===== src/design/cdjd_pkg.sv =====
`timescale 1ns / 1ps
// cdjd_pkg: word types, status and register codes, and fixed constants
// for the calendar date to julian day converter. no dependencies.

package cdjd_pkg;

    // input word: one calendar date and time of day
    typedef struct packed {
        logic signed [20:0] year_in;
        logic [3:0]         month_in;
        logic [4:0]         day_in;
        logic [4:0]         hour_in;
        logic [5:0]         minute_in;
        logic [5:0]         second_in;
    } in_word_t;

    // result word: jd = day_whole + 1/2 + seconds_of_day / 86400
    typedef struct packed {
        logic signed [29:0] day_whole;
        logic [16:0]        seconds_of_day;
        logic [2:0]         status;
    } out_word_t;

    // first stage results handed from the prep logic to the pipeline
    typedef struct packed {
        logic [2:0]         status;
        logic signed [34:0] encoded;
        logic signed [20:0] year_adj;
        logic [19:0]        year_abs;
        logic               year_neg;
        logic [8:0]         month_term;
        logic [4:0]         day;
        logic [16:0]        sod;
    } prep_t;

    // status codes
    localparam logic [2:0] ST_OK     = 3'd0;
    localparam logic [2:0] ST_YEAR   = 3'd1;
    localparam logic [2:0] ST_DAY    = 3'd2;
    localparam logic [2:0] ST_HOUR   = 3'd3;
    localparam logic [2:0] ST_MINUTE = 3'd4;
    localparam logic [2:0] ST_SECOND = 3'd5;
    localparam logic [2:0] ST_MONTH  = 3'd6;
    localparam logic [2:0] ST_GAP    = 3'd7;

    // configuration register indexes
    localparam logic CFG_LAST_OLD  = 1'b0;
    localparam logic CFG_FIRST_NEW = 1'b1;

    localparam int CFG_WIDTH = 35;
    localparam logic signed [CFG_WIDTH-1:0] LAST_OLD_RESET  = 35'sd17520902;
    localparam logic signed [CFG_WIDTH-1:0] FIRST_NEW_RESET = 35'sd17520914;

    // accepted year span is -YEAR_LIMIT .. YEAR_LIMIT
    localparam logic signed [20:0] YEAR_LIMIT = 21'sd1000000;

    localparam logic signed [34:0] YEAR_SCALE  = 35'sd10000;
    localparam logic signed [31:0] DAYS_YEAR   = 32'sd365;
    localparam logic signed [31:0] EPOCH_BASE  = 32'sd1720996;
    localparam logic signed [21:0] JULIAN_OFS  = 22'sd4716;
    localparam logic signed [21:0] JULIAN_BIAS = 22'sd1181;

    // floor(a / 25) = (a * RECIP_25) >> RECIP_SHIFT for a below 493447
    localparam logic [18:0] RECIP_25    = 19'd335545;
    localparam int          RECIP_SHIFT = 23;

    localparam logic [16:0] SECS_HOUR = 17'd3600;
    localparam logic [16:0] SECS_MIN  = 17'd60;

    // floor(30.6001 * (m + 1)) with jan and feb counted as months 13 and 14
    function automatic logic [8:0] month_term(input logic [3:0] month);
        logic [8:0] t;
        case (month)
            4'd1:    t = 9'd428;
            4'd2:    t = 9'd459;
            4'd3:    t = 9'd122;
            4'd4:    t = 9'd153;
            4'd5:    t = 9'd183;
            4'd6:    t = 9'd214;
            4'd7:    t = 9'd244;
            4'd8:    t = 9'd275;
            4'd9:    t = 9'd306;
            4'd10:   t = 9'd336;
            4'd11:   t = 9'd367;
            4'd12:   t = 9'd397;
            default: t = 9'd0;
        endcase
        return t;
    endfunction

endpackage


===== src/design/cdjd_prep.sv =====
`timescale 1ns / 1ps
// cdjd_prep: field range checks, encoded date, shifted year, month term, seconds of day.
// depends on cdjd_pkg.

module cdjd_prep
    import cdjd_pkg::*;
(
    input  in_word_t word,
    output prep_t    prep
);

    logic [2:0]         status;
    logic signed [20:0] year_adj;
    logic               early_month;

    // first failing check wins
    always_comb
    begin
        if (word.year_in < -YEAR_LIMIT || word.year_in > YEAR_LIMIT)
            status = ST_YEAR;
        else if (word.day_in == 5'd0)
            status = ST_DAY;
        else if (word.hour_in > 5'd23)
            status = ST_HOUR;
        else if (word.minute_in > 6'd59)
            status = ST_MINUTE;
        else if (word.second_in > 6'd59)
            status = ST_SECOND;
        else if (!(word.month_in inside {[4'd1:4'd12]}))
            status = ST_MONTH;
        else
            status = ST_OK;
    end

    // jan and feb belong to the previous year
    assign early_month = (word.month_in <= 4'd2);
    assign year_adj    = early_month ? word.year_in - 21'sd1 : word.year_in;

    always_comb
    begin
        prep.status     = status;
        prep.encoded    = 35'(word.year_in) * YEAR_SCALE
                          + $signed(35'(word.month_in) * 35'd100)
                          + $signed(35'(word.day_in));
        prep.year_adj   = year_adj;
        prep.year_neg   = year_adj[20];
        prep.year_abs   = year_adj[20] ? 20'(-year_adj) : 20'(year_adj);
        prep.month_term = month_term(word.month_in);
        prep.day        = word.day_in;
        prep.sod        = 17'(word.hour_in) * SECS_HOUR
                          + 17'(word.minute_in) * SECS_MIN
                          + 17'(word.second_in);
    end

endmodule


===== src/design/calendar_date_to_julian_day_top.sv =====
`timescale 1ns / 1ps
// calendar_date_to_julian_day_top: four stage converter from calendar date
// and time to julian day in fixed point. depends on cdjd_pkg and cdjd_prep.
//
//   channel  signals                      direction  word
//   date     date_valid date_stall date   in         in_word_t
//   jd       jd_valid jd_stall jd         out        out_word_t
//   cfg      cfg_we cfg_index cfg_data    in         35 bit signed date
//
// one word enters per cycle while date_stall is low; each result passes
// the input register, then the prep, select and result registers in that
// order before it appears on jd
// reset clears all stage valids and loads the default calendar switch
// dates (1752-09-02 and 1752-09-14); no clearing pass is needed
// a stall on jd freezes only the stages that are full, so bubbles close
// up and date_stall rises only when every stage holds a word

module calendar_date_to_julian_day_top
    import cdjd_pkg::*;
(
    input  logic                        clk,
    input  logic                        rst_n,
    input  logic                        date_valid,
    output logic                        date_stall,
    input  in_word_t                    date,
    output logic                        jd_valid,
    input  logic                        jd_stall,
    output out_word_t                   jd,
    input  logic                        cfg_we,
    input  logic                        cfg_index,
    input  logic signed [CFG_WIDTH-1:0] cfg_data
);

    // calendar switch registers
    logic signed [CFG_WIDTH-1:0] last_old_reg;
    logic signed [CFG_WIDTH-1:0] first_new_reg;

    // stage valids
    logic s1_valid_reg, s2_valid_reg, s3_valid_reg, s4_valid_reg;
    logic s1_en, s2_en, s3_en, s4_en;

    // stage 1: raw input word
    in_word_t s1_word_reg;

    // stage 2: checked and prepared fields
    prep_t s2_prep_next, s2_prep_reg;

    // stage 3: calendar selection, divisions and base sum
    logic [2:0]         s3_status_next, s3_status_reg;
    logic               s3_julian_next, s3_julian_reg;
    logic signed [31:0] s3_base_next, s3_base_reg;
    logic signed [21:0] s3_jterm_next, s3_jterm_reg;
    logic [18:0]        s3_gsum_next, s3_gsum_reg;
    logic               s3_neg_reg;
    logic [16:0]        s3_sod_reg;

    // stage 4: result word
    out_word_t s4_word_next, s4_word_reg;

    // stage 2 to 3 helpers
    logic               on_old, on_new;
    logic [17:0]        quarter;
    logic [36:0]        recip_prod;
    logic [13:0]        q100;
    logic signed [21:0] jul_num, jul_quot;

    // stage 3 to 4 helpers
    logic signed [31:0] term, whole;

    // ---------------- configuration ----------------
    always_ff @(posedge clk or negedge rst_n)
    begin
        if (!rst_n)
        begin
            last_old_reg  <= LAST_OLD_RESET;
            first_new_reg <= FIRST_NEW_RESET;
        end
        else if (cfg_we)
        begin
            case (cfg_index)
                CFG_LAST_OLD:  last_old_reg  <= cfg_data;
                CFG_FIRST_NEW: first_new_reg <= cfg_data;
                default:       last_old_reg  <= last_old_reg;
            endcase
        end
    end

    // ---------------- flow control ----------------
    // a stage loads when it is empty or its word moves on
    assign s4_en      = !s4_valid_reg || !jd_stall;
    assign s3_en      = !s3_valid_reg || s4_en;
    assign s2_en      = !s2_valid_reg || s3_en;
    assign s1_en      = !s1_valid_reg || s2_en;
    assign date_stall = !s1_en;

    always_ff @(posedge clk or negedge rst_n)
    begin
        if (!rst_n)
        begin
            s1_valid_reg <= 1'b0;
            s2_valid_reg <= 1'b0;
            s3_valid_reg <= 1'b0;
            s4_valid_reg <= 1'b0;
        end
        else
        begin
            if (s1_en)
                s1_valid_reg <= date_valid;
            if (s2_en)
                s2_valid_reg <= s1_valid_reg;
            if (s3_en)
                s3_valid_reg <= s2_valid_reg;
            if (s4_en)
                s4_valid_reg <= s3_valid_reg;
        end
    end

    // ---------------- stage 1 to 2 ----------------
    cdjd_prep u_prep
    (
        .word (s1_word_reg),
        .prep (s2_prep_next)
    );

    // ---------------- stage 2 to 3 ----------------
    // calendar choice; the julian test wins when the registers overlap
    assign on_old = (s2_prep_reg.encoded <= last_old_reg);
    assign on_new = (s2_prep_reg.encoded >= first_new_reg);

    always_comb
    begin
        if (s2_prep_reg.status != ST_OK)
            s3_status_next = s2_prep_reg.status;
        else if (!on_old && !on_new)
            s3_status_next = ST_GAP;
        else
            s3_status_next = ST_OK;
    end
    assign s3_julian_next = on_old;

    // gregorian divisions on the magnitude: |y|/4, |y|/100, |y|/400
    assign quarter      = s2_prep_reg.year_abs[19:2];
    assign recip_prod   = 37'(quarter) * 37'(RECIP_25);
    assign q100         = recip_prod[RECIP_SHIFT +: 14];
    assign s3_gsum_next = 19'(quarter) + 19'(q100[13:2]) - 19'(q100);

    // julian term, (y + 4716) / 4 rounded toward zero
    assign jul_num       = 22'(s2_prep_reg.year_adj) + JULIAN_OFS;
    assign jul_quot      = jul_num[21] ? (jul_num + 22'sd3) >>> 2 : jul_num >>> 2;
    assign s3_jterm_next = jul_quot - JULIAN_BIAS;

    assign s3_base_next = 32'(s2_prep_reg.year_adj) * DAYS_YEAR + EPOCH_BASE
                          + $signed(32'(s2_prep_reg.month_term))
                          + $signed(32'(s2_prep_reg.day));

    // ---------------- stage 3 to 4 ----------------
    always_comb
    begin
        if (s3_julian_reg)
            term = 32'(s3_jterm_reg);
        else if (s3_neg_reg)
            term = -$signed(32'(s3_gsum_reg));
        else
            term = $signed(32'(s3_gsum_reg));
    end
    assign whole = s3_base_reg + term;

    always_comb
    begin
        s4_word_next.status = s3_status_reg;
        if (s3_status_reg == ST_OK)
        begin
            s4_word_next.day_whole      = whole[29:0];
            s4_word_next.seconds_of_day = s3_sod_reg;
        end
        else
        begin
            s4_word_next.day_whole      = '0;
            s4_word_next.seconds_of_day = '0;
        end
    end

    // ---------------- payload registers ----------------
    always_ff @(posedge clk)
    begin
        if (s1_en)
            s1_word_reg <= date;
        if (s2_en)
            s2_prep_reg <= s2_prep_next;
        if (s3_en)
        begin
            s3_status_reg <= s3_status_next;
            s3_julian_reg <= s3_julian_next;
            s3_base_reg   <= s3_base_next;
            s3_jterm_reg  <= s3_jterm_next;
            s3_gsum_reg   <= s3_gsum_next;
            s3_neg_reg    <= s2_prep_reg.year_neg;
            s3_sod_reg    <= s2_prep_reg.sod;
        end
        if (s4_en)
            s4_word_reg <= s4_word_next;
    end

    assign jd_valid = s4_valid_reg;
    assign jd       = s4_word_reg;

endmodule


===== config.mk =====
export PLATFORM = sky130hd
export DESIGN_NAME = calendar_date_to_julian_day_top
export DESIGN_NICKNAME = d
export VERILOG_FILES = /design/src/design/cdjd_pkg.sv /design/src/design/cdjd_prep.sv /design/src/design/calendar_date_to_julian_day_top.sv
export SDC_FILE = /design/constraint.sdc
export NUM_CORES = 2
export LEC_CHECK = 0
export BUFFER_PORTS_ARGS = -buffer_cell sky130_fd_sc_hd__buf_4
export CAP_MARGIN = 20
export CELL_PAD_IN_SITES_DETAIL_PLACEMENT = 1
export CELL_PAD_IN_SITES_GLOBAL_PLACEMENT = 1
export CORE_MARGIN = 2
export CORE_UTILIZATION = 47
export DETAILED_ROUTE_END_ITERATION = 12
export GPL_TIMING_DRIVEN = 0
export PLACE_DENSITY = 0.78
export SLEW_MARGIN = 10
export SYNTH_ARGS = -nofsm -noshare
export SYNTH_HDL_FRONTEND = slang
export SYNTH_HIERARCHICAL = 1
export SYNTH_SLANG_ARGS = --single-unit

===== constraint.sdc =====
create_clock -name clk -period 8.4 [get_ports clk]
set_input_delay 0.42 -clock clk [delete_from_list [all_inputs] [get_ports clk]]
set_output_delay 0.42 -clock clk [all_outputs]
set_load 0.1 [all_outputs]

==> flow_summary.json <==
{
  "synth_nets": 4536,
  "grt_pass1_wl_mm": 161,
  "place_congestion": 0.880,
  "nets": 4849,
  "cp_slowest_stage_delay_ns": 0.62,
  "rsz0062_at_grt": "yes",
  "crit_start": "quarter[9]",
  "cap_violations": 0,
  "required_ns": 8.73,
  "overflow": 0,
  "ys_warn_count": 6,
  "grt_max_degree": 75,
  "stdcell_count": 4926,
  "die_w_um": 286,
  "dr.pass1.iters": 7,
  "die_h_um": 286,
  "crit_fanout": 3,
  "dieArea_um2": 81900,
  "syn2layout_area_growth_pct": 14.3,
  "stdcell_area_um2": 42800,
  "critPathCaptureType": "flip-flop",
  "violations": "setup timing",
  "drt_iter0_drc": 1175,
  "dpl-instance-area_um2": 40000,
  "cts_sinks": 373,
  "wl_per_cell_um": 20.9,
  "portBuffers": 139,
  "drive_gt1_share_pct": 13.3,
  "skew_ns": 0.0378,
  "worstMarginPinSlew_ns": 1.01,
  "hp-start": "date[23]",
  "hp-class": "input port to flip-flop",
  "antenna_left": 0,
  "cts.path.max_buffers": 3,
  "tns_ns": -1.55,
  "grt.total_usage_pct": 25.0,
  "num_rows": 103,
  "status": "complete, but fails checks",
  "multi_input_area_um2": 24300,
  "core_um2": 78900,
  "relSlewSlack_pct": 31.9,
  "htreeDepth": 2,
  "setup_viol": 7,
  "slew_viol_final": 0,
  "cts_buffers": 45,
  "n_antenna_cell": 0,
  "grt_pass1_vias": 29872,
  "wl_mm": 103,
  "arrival_ns": 9.20,
  "fin_crit_sh_pct": 106,
  "clk_pin_slew_worst_paths_ns": 0.06,
  "root_buffer": "clkbuf_16",
  "seqCellArea_um2": 10900,
  "cts_tree": "built",
  "antenna_found_initial": 2,
  "drcViolationCount": 0,
  "layout_common_cells": "663 x inv_1, 591 x ha_1, 301 x fa_1",
  "largest_register_ffs": 91,
  "timing.final.crit_period_ns": 8.88,
  "worstSetupPathType": "flip-flop to flip-flop",
  "synth_area_per_cell_um2": 10.6,
  "start_util_pct": 47.5,
  "r2r-start": "quarter[9]",
  "worstSkewPairLatency_ns": 0.61,
  "fill_cells": 8610,
  "max_freq_mhz": 113,
  "synth_area_um2": 37400,
  "start_kind": "flip-flop",
  "setup_ws_ns": -0.477,
  "hold_violations": 0,
  "io_pins": 140,
  "syn_inst": 3531,
  "crit_top_cell": "fa_1",
  "post-dp-hpwl_mm": 79.4,
  "cp_slowest_cell": "fa_1",
  "dpl.cell_count": 4725,
  "vias": 26723,
  "mostFrequentLayoutCell": "inv_1",
  "viasPerCell": 5.42
}
metal layers:
metal / global-route usage, % / share of wire, % / vias up
li1: - / - / 12576
met1: 30.1 / 41 / 13515
met2: 45.7 / 52 / 458
met3: 3.73 / 3.6 / 174
met4: 8.25 / 3.2 / 0
met5: 0 / 0 / -
metrics by stage:
step | util, % | hold WS (ns) | worst slack, ns
global placement | 50.5 | 0.402 | -0.984
floorplan | - | 0.124 | 0.0134
global route | 54.3 | 0.00252 | -0.628
finish | 54.3 | 0.0290 | -0.477
CTS | 53.7 | 0.00267 | 0.00898
detailed placement | 50.7 | 0.405 | -1.13
worst max-delay path: cells and delay by family (launching register included):
family | cells | cell delay (ns)
adders and majority gates | 9 | 4.45
AOI/OAI and AO/OA | 14 | 2.69
DFF | 1 | 0.47
and+or+nand+nor | 2 | 0.45
buffers and inverters | 4 | 0.43
xor gates and xnor gates | 1 | 0.09
final timing paths:
kind / end / slack [ns] / cells after the start
worst max-delay path: s3_gsum_reg[18] / -0.48 / 30
worst min-delay path: s1_word_reg[23] / 0.03 / 1
worst max register to register: s3_gsum_reg[18] / -0.48 / 30
worst min register to register: s3_sod_reg[12] / 0.42 / 0
max in group asynchronous: last_old_reg[4] / 7.20 / 2
min in group asynchronous: first_new_reg[32] / 0.51 / 2
layout make-up:
| cell class | instances | share of cell area, % |
|---|---|---|
| flip-flops and latches | 373 | 25.4 |
| well taps | 1050 | 3.07 |
| multi-input cells | 2432 | 56.7 |
| clock buffers | 57 | 2.85 |
| plain buffers | 46 | 0.520 |
| inverters | 680 | 5.98 |
| clock inverters | 22 | 0.430 |
| repair buffers | 266 | 5.14 |
timing repair:
action                                  4_1_cts  5_1_grt
pin swaps                                    33       65
endpoints found under the setup margin       13       12
resized for setup                            40       52
buffers inserted                             50       30
endpoints found under the hold margin        60        0
hold buffers                                 41        0
Power is left out: the tool's default activity adds up to more than one toggle a clock period on the data nets, which glitch-free logic cannot reach.
